**src/hdl/ifma_pkg.sv**
```systemverilog
package ifma_pkg;

	// table size and derived widths
	localparam int ENTRIES   = 16;
	localparam int CNT_W     = $clog2(ENTRIES + 1);
	localparam int IDX_W     = (ENTRIES > 1) ? $clog2(ENTRIES) : 1;
	localparam int ADDR_W    = 32;
	localparam int PFX_W     = 6;
	localparam int HIT_IDX_W = 4;
	localparam int STAT_W    = 2;

	// command codes
	localparam logic [1:0] CMD_CLEAR  = 2'd0;
	localparam logic [1:0] CMD_ADD    = 2'd1;
	localparam logic [1:0] CMD_FINISH = 2'd2;
	localparam logic [1:0] CMD_LOOKUP = 2'd3;

	// status codes
	localparam logic [STAT_W-1:0] ST_OK     = 2'd0;
	localparam logic [STAT_W-1:0] ST_FULL   = 2'd1;
	localparam logic [STAT_W-1:0] ST_BADPFX = 2'd2;

	// loopback entry appended on finish when the table is not empty
	localparam logic [ADDR_W-1:0] LOOPBACK_NET = 32'h7F00_0000;
	localparam logic [PFX_W-1:0]  LOOPBACK_PFX = 6'd8;
	localparam logic [PFX_W-1:0]  MAX_PFX      = 6'd32;

	typedef logic [ADDR_W-1:0] addr_t;

	// lookup token that travels down the cell row
	typedef struct packed {
		logic             valid;
		addr_t            addr;
		logic [CNT_W-1:0] left;     // live entries not yet passed
		logic [IDX_W-1:0] pos;      // index of the cell it enters
		logic             found;
		logic             rej;
		logic [IDX_W-1:0] hit_idx;
	} tok_t;

	// entry write broadcast to the row
	typedef struct packed {
		addr_t low;
		addr_t high;
		logic  rej;
	} wr_t;

endpackage

```
**src/hdl/ipv4_first_match_acl.sv**
```systemverilog
// Clear, add and finish: result one cycle after the item is accepted.
// Lookup: a token walks the row of ENTRIES cells, one cell a cycle; its
// result is registered after the last cell. One item in flight: input
// stalls until done; other commands every cycle unless the output stalls.
// Reset (arst_n low, asynchronous) empties the table and clears all valid
// flags; entry contents are not reset.
module ipv4_first_match_acl import ifma_pkg::*; (
	input  logic                 clk,
	input  logic                 arst_n,
	input  logic                 in_valid,
	output logic                 in_stall,
	input  logic [1:0]           cmd,
	input  logic [ADDR_W-1:0]    address,
	input  logic [PFX_W-1:0]     prefix_len,
	input  logic                 reject_flag,
	output logic                 out_valid,
	input  logic                 out_stall,
	output logic                 blocked,
	output logic                 hit,
	output logic [HIT_IDX_W-1:0] hit_index,
	output logic [STAT_W-1:0]    status
);

	logic [CNT_W-1:0]  cnt_q;
	logic              busy_q;
	logic              out_valid_q;
	logic              blocked_q;
	logic              hit_q;
	logic [HIT_IDX_W-1:0] hit_index_q;
	logic [STAT_W-1:0] status_q;

	logic              in_acc;
	logic              full;
	logic              do_wr;
	logic [STAT_W-1:0] cmd_status;
	logic [PFX_W-1:0]  wr_pfx;
	addr_t             wr_addr;
	addr_t             mask;
	wr_t               wr;
	logic [ENTRIES-1:0] wr_en;
	tok_t              head;
	tok_t              chain [ENTRIES+1];
	tok_t              tail;

	assign in_acc   = in_valid && !in_stall;
	assign in_stall = busy_q || (out_valid_q && out_stall);
	assign full     = (cnt_q >= CNT_W'(ENTRIES));

	// command decode: status and table write
	always_comb begin
		do_wr      = 1'b0;
		cmd_status = ST_OK;
		wr_addr    = address;
		wr_pfx     = prefix_len;
		wr.rej     = reject_flag;
		unique case (cmd)
			CMD_CLEAR: begin
			end
			CMD_ADD: begin
				if (prefix_len > MAX_PFX) begin
					cmd_status = ST_BADPFX;
				end else if (full) begin
					cmd_status = ST_FULL;
				end else begin
					do_wr = 1'b1;
				end
			end
			CMD_FINISH: begin
				wr_addr = LOOPBACK_NET;
				wr_pfx  = LOOPBACK_PFX;
				wr.rej  = 1'b0;
				if (cnt_q != '0) begin
					if (full) begin
						cmd_status = ST_FULL;
					end else begin
						do_wr = 1'b1;
					end
				end
			end
			CMD_LOOKUP: begin
			end
			default: begin
			end
		endcase
		mask    = ~({ADDR_W{1'b1}} >> wr_pfx);
		wr.low  = wr_addr & mask;
		wr.high = wr_addr | ~mask;
	end

	// one-hot write select: next free slot
	for (genvar i = 0; i < ENTRIES; i++) begin : g_wr
		assign wr_en[i] = in_acc && do_wr && (cnt_q == CNT_W'(i));
	end

	// token entering the first cell
	always_comb begin
		head         = '0;
		head.valid   = in_acc && (cmd == CMD_LOOKUP);
		head.addr    = address;
		head.left    = cnt_q;
	end

	assign chain[0] = head;

	for (genvar i = 0; i < ENTRIES; i++) begin : g_cell
		ifma_cell u_cell (
			.clk     (clk),
			.arst_n  (arst_n),
			.wr_en   (wr_en[i]),
			.wr      (wr),
			.tok_in  (chain[i]),
			.tok_out (chain[i+1])
		);
	end

	assign tail = chain[ENTRIES];

	// entry count and lookup-in-flight flag
	always_ff @(posedge clk or negedge arst_n) begin
		if (!arst_n) begin
			cnt_q  <= '0;
			busy_q <= 1'b0;
		end else begin
			if (in_acc && cmd == CMD_CLEAR) begin
				cnt_q <= '0;
			end else if (in_acc && do_wr) begin
				cnt_q <= cnt_q + CNT_W'(1);
			end
			if (in_acc && cmd == CMD_LOOKUP) begin
				busy_q <= 1'b1;
			end else if (tail.valid) begin
				busy_q <= 1'b0;
			end
		end
	end

	// output register
	always_ff @(posedge clk or negedge arst_n) begin
		if (!arst_n) begin
			out_valid_q <= 1'b0;
		end else if (tail.valid || (in_acc && cmd != CMD_LOOKUP)) begin
			out_valid_q <= 1'b1;
		end else if (!out_stall) begin
			out_valid_q <= 1'b0;
		end
	end

	always_ff @(posedge clk) begin
		if (tail.valid) begin
			blocked_q   <= tail.found ? tail.rej : (cnt_q != '0);
			hit_q       <= tail.found;
			hit_index_q <= HIT_IDX_W'(tail.hit_idx);
			status_q    <= ST_OK;
		end else if (in_acc && cmd != CMD_LOOKUP) begin
			blocked_q   <= 1'b0;
			hit_q       <= 1'b0;
			hit_index_q <= '0;
			status_q    <= cmd_status;
		end
	end

	assign out_valid = out_valid_q;
	assign blocked   = blocked_q;
	assign hit       = hit_q;
	assign hit_index = hit_index_q;
	assign status    = status_q;

`ifndef SYNTHESIS
	a_cnt_range: assert property (@(posedge clk) disable iff (!arst_n)
		cnt_q <= CNT_W'(ENTRIES))
		else $error("entry count beyond table size");

	a_tail_busy: assert property (@(posedge clk) disable iff (!arst_n)
		tail.valid |-> busy_q)
		else $error("lookup result without lookup in flight");

	a_tail_free: assert property (@(posedge clk) disable iff (!arst_n)
		tail.valid |-> !out_valid_q)
		else $error("lookup result while output register occupied");

	a_wr_onehot: assert property (@(posedge clk) disable iff (!arst_n)
		$onehot0(wr_en))
		else $error("more than one cell written");

	a_lookup_busy: assert property (@(posedge clk) disable iff (!arst_n)
		(in_acc && cmd == CMD_LOOKUP) |=> busy_q)
		else $error("lookup accepted but not in flight");
`endif

endmodule

```
**src/hdl/ifma_cell.sv**
```systemverilog
module ifma_cell import ifma_pkg::*; (
	input  logic clk,
	input  logic arst_n,
	input  logic wr_en,
	input  wr_t  wr,
	input  tok_t tok_in,
	output tok_t tok_out
);

	addr_t low_q;
	addr_t high_q;
	logic  rej_q;
	logic  valid_q;
	tok_t  tok_q;
	tok_t  nxt;
	logic  match;

	// entry storage
	always_ff @(posedge clk) begin
		if (wr_en) begin
			low_q  <= wr.low;
			high_q <= wr.high;
			rej_q  <= wr.rej;
		end
	end

	// compare against this entry, keep the first hit
	always_comb begin
		nxt   = tok_in;
		match = (tok_in.left != '0) && (tok_in.addr >= low_q) && (tok_in.addr <= high_q);
		if (!tok_in.found && match) begin
			nxt.found   = 1'b1;
			nxt.rej     = rej_q;
			nxt.hit_idx = tok_in.pos;
		end
		if (tok_in.left != '0) begin
			nxt.left = tok_in.left - CNT_W'(1);
		end
		nxt.pos = tok_in.pos + IDX_W'(1);
	end

	always_ff @(posedge clk or negedge arst_n) begin
		if (!arst_n) begin
			valid_q <= 1'b0;
		end else begin
			valid_q <= tok_in.valid;
		end
	end

	always_ff @(posedge clk) begin
		tok_q <= nxt;
	end

	always_comb begin
		tok_out       = tok_q;
		tok_out.valid = valid_q;
	end

endmodule

```
**config.mk**
```make
export PLATFORM = sky130hd
export DESIGN_NAME = ipv4_first_match_acl
export DESIGN_NICKNAME = d
export VERILOG_FILES = /design/src/hdl/ifma_pkg.sv /design/src/hdl/ipv4_first_match_acl.sv /design/src/hdl/ifma_cell.sv
export SDC_FILE = /design/constraint.sdc
export NUM_CORES = 2
export LEC_CHECK = 0
export BUFFER_PORTS_ARGS = -buffer_cell sky130_fd_sc_hd__buf_4
export CAP_MARGIN = 25
export CORE_MARGIN = 3
export CORE_UTILIZATION = 40
export DETAILED_ROUTE_END_ITERATION = 10
export PLACE_DENSITY = 0.62
export SYNTH_ARGS = -nofsm -noshare
export SYNTH_HDL_FRONTEND = slang
export SYNTH_SLANG_ARGS = --single-unit
```
**constraint.sdc**
```tcl
create_clock -name clk -period 10.8 [get_ports clk]
set_clock_uncertainty 0.15 [all_clocks]
set_input_delay 3.24 -clock clk [delete_from_list [all_inputs] [get_ports clk]]
set_output_delay 3.24 -clock clk [all_outputs]
set_load 0.02 [all_outputs]
```
==> out/results.txt <==
The flow ran to the end, and the final reports show no timing, DRC or antenna violations. The logs give 44,000 for the number of global-route vias before repair and 0 ns for the final setup TNS. The setup path with the least slack is of type in -> out. For the pin with the worst max-slew slack, the measured transition is 1.06 ns.

On the critical path, the stage with the largest delay is an instance of a21oi_1. The launch point of the critical path is out_stall. For the maximum number of buffers from clock root to sink, the log shows 3. TritonCTS built the clock tree. The number of fill cells came out at 16,100. The worst register-to-register path begins at cnt_q[0]. The run gives 16.8% as the overall fraction of global-route tracks in use. The number of endpoints failing setup at the final stage came out at 0.

The placed instances occupy a cell area of 77,400 um2. Cells with a size suffix above 1 make up 7.65% of the layout. The first global-routing pass estimated 242 mm of wire. The cell leakage power was 36.0 nW; the synthesis-to-finish area growth was 13.0%. The run gives 42,900 as the vias after detailed routing. The die is 434 um wide. The first-pass detailed-route iteration total came out at 7.

The final estimated routing congestion in global placement is 0.855, and the number of nets in the final layout is 7,221. The worst setup path is launched from an input port. The library cell used most frequently in the layout, excluding fill and tap cells, is inv_1. The number of antenna violations at the first check in global routing was 0. Summed over all layers, the routed wires come to 158 mm.

Final hold analysis gives a worst-case slack of 0.192 ns. With fillers left out, the area of the finished cells amounts to 83,000 um2. The count of port buffers added during placement came out at 54. The tools report the initial standard-cell utilization of the core as 40.4%. During synthesis, Yosys emitted a total of 0 warnings. The die is 434 um tall. The kind of path behind the tightest hold check is reg -> reg. The tree is rooted in a clkbuf_16. The run gives 24,800 um2 as the area of the multi-input gates. Among the stages of the critical path, the cell type that occurs most often is buf_4.

On the critical path the largest part of the delay comes from buffers and inverters. The maximum vdd drop is 0.157 mV, and the total standard cell area after synthesis is 73,400 um2. The count of routing violations after the opening detailed-route iteration is 1,981.

The count of nets left with antenna violations once routing finished came out at 0. After synthesis, the netlist uses 68 different library cells. In the routed layout, each cell is associated on average with a via count of 4.96. The critical path capture point type was an output port. The final routed wire length divided by cell count came out at 18.3 um. Counting every net in the synthesized netlist gives 6,954. Final total power: 14.9 mW.

The maximum fanout along the worst path was 5; the number of clock sinks was 1,707. A synthesized cell averages 12.5 um2. Of the available clock period, the critical path in the final layout requires 67.2%. The later pin in the worst-skew pair is clocked with a latency of 0.78 ns. The area taken by flip-flops and latches is 44,800 um2. Of the synthesized area, sequential elements account for 61.0%.

The synthesized flop and latch total works out to 1,707. Data on the critical path arrives at its endpoint at 3.87 ns. Counting the buffers created by CTS gives 166. For the number of pins with negative max-slew slack in the final report, the log shows 0. In this run the most critical hold path is launched from g_cell[12].u_cell.valid_q.

For this run, asynchronously set or reset flops after synthesis account for 1.35%. Pin placement for this block handled 55 I/O pins. The die covers 189,000 um2. The tools report the count of unresolved DRC violations after routing as 0. After clock tree synthesis, the setup repair step added 0 buffers. The run gives 0 as the max-cap check violation count. The tools report the largest net degree at the start of global routing as 66. The worst path buffer plus inverter count was 3.

The total count of hold-check failures in the final report was 0. The run gives 5,861 as the count of mapped cells out of synthesis. For this run, the slowest stage of the critical path takes 0.28 ns. Setup repair after global routing left no endpoint under its margin. The max-slew headroom at the worst pin was 29.5%; the placement row count was 156. The clock period could shrink to 7.26 ns. The required time of the worst setup path came out at 7.41 ns.

Leaving out fill and tap cells, the most frequent cells in the layout are 1,060 x inv_1, 1,047 x ha_1, 1,046 x edfxtp_1, 638 x dfxtp_1, 414 x a21oi_1. After clock tree synthesis, the repair step resized 0 gates. After floorplanning, the core was sized to cover 182,000 um2. Traced cell by cell, the critical path runs through buf_4 > a21oi_1 > inv_1 > buf_4. Timing would allow up to 138 MHz. The number of hold buffers added after CTS was 0. The wire-length estimate of the detail-placed layout is 124 mm. The H-tree was split into 4 levels. The number of enable flip-flop cells after synthesis was 1,046.

Clock input transition at the sequential cells of the worst setup and hold paths: 0.06 ns. Summed over all layers, the global routing overflow is 0. For this run, the leading register cell type out of synthesis is edfxtp_1.

In this run the power density over the cells is 180 nW/um2.
==> path summary, 6_finish.rpt <==
path	to	cells past startpoint	slack, ns
min reg2reg	g_cell[13].u_cell.valid_q	0	0.19
min in group asynchronous	g_cell[14].u_cell.valid_q	1	2.20
max in group asynchronous	cnt_q[3]	1	8.07
max reg2reg	g_cell[12].u_cell.low_q[10]	8	6.81
max	in_stall	4	3.54
min	g_cell[13].u_cell.valid_q	0	0.19
==> synth_stat cells, drive strengths merged (5+ instances only) <==
library cell | count | share of area, %
a2111oi | 36 | 0.43
a211oi | 68 | 0.71
a21o | 86 | 0.88
a21oi | 415 | 2.8
a221o | 7 | 0.095
a221oi | 8 | 0.095
a22oi | 6 | 0.10
a31oi | 10 | 0.085
and2 | 21 | 0.18
and3 | 5 | 0.043
and4 | 24 | 0.29
buf | 5 | 0.029
clkbuf | 12 | 0.061
dfrtp | 23 | 0.78
dfxtp | 638 | 17
edfxtp | 1046 | 43
ha | 1048 | 18
inv | 1060 | 5.4
mux2 | 26 | 0.41
nand2 | 268 | 1.4
nand2b | 61 | 0.52
nand3 | 90 | 0.61
nand4 | 168 | 1.4
nor2 | 208 | 1.1
nor2b | 40 | 0.34
nor3 | 60 | 0.43
nor3b | 12 | 0.12
nor4 | 41 | 0.37
o211ai | 25 | 0.26
o21a | 24 | 0.25
o21ai | 173 | 1.2
o31a | 5 | 0.061
o31ai | 9 | 0.099
or2 | 38 | 0.32
or3 | 13 | 0.11
or4 | 27 | 0.28
xnor2 | 21 | 0.25
==> final cells by class <==
type | instances | share of cell area [%]
Antenna cell | 3 | 0.00905
Multi-Input combinational cell | 3077 | 29.9
Tap cell | 2370 | 3.57
Timing Repair Buffer | 116 | 1.09
Clock inverter | 57 | 0.624
Clock buffer | 256 | 6.06
Inverter | 1060 | 4.79
Sequential cell | 1707 | 53.9
==> worst reg2reg max path, delay by kind of cell (launching register included) <==
family,cells,cell delay [ns]
AO/OA/AOI/OAI,1,0.57
adder cells (fa/ha/maj),1,0.28
buffers and inverters,2,0.79
flip-flops,1,0.48
AND/OR/NAND/NOR,4,1.20
==> metal layers <==
layer / track usage, % / wire, um / part of all wire [%] / vias to the layer above
met5: 0 / 0 / 0 / -
met4: 9.44 / 9040 / 5.7 / 0
met3: 2.06 / 4230 / 2.7 / 344
met2: 30.7 / 80400 / 51 / 671
met1: 18.8 / 64200 / 41 / 20600
li1: - / - / - / 21300
==> power breakdown <==
group,internal (mW),switching [mW]
sequential,7.38,0.291
combinational,0.628,0.861
clock,3.38,2.39
==> metrics by stage <==
stage | util [%] | setup WS (ns) | std cells
floorplan | - | 1.59 | 5861
global placement | 42.6 | 3.54 | 8323
detailed placement | 42.6 | 3.54 | 8327
CTS | 45.7 | 3.54 | 8640
global route | 45.7 | 3.45 | 8643
finish | 45.7 | 3.54 | 8646
==> registers in the layout (all words and copies together) (netlist names), 2 cells and up <==
signal	flops
g_cell.u_cell.tok_out	636
g_cell.u_cell.high_q	512
g_cell.u_cell.low_q	512
g_cell.u_cell.rej_q	16
g_cell.u_cell.valid_q	16
cnt_q	5
hit_index	4
status	2
==> logic make-up after synthesis <==
group	synth area share, %
simple gates	7.56
mux	0.423
flops	61.0
buf+inv	5.51
fa+ha+maj	17.9
xor+xnor	0.274
compound gates	7.41
Power figures use the tool's default switching activity.
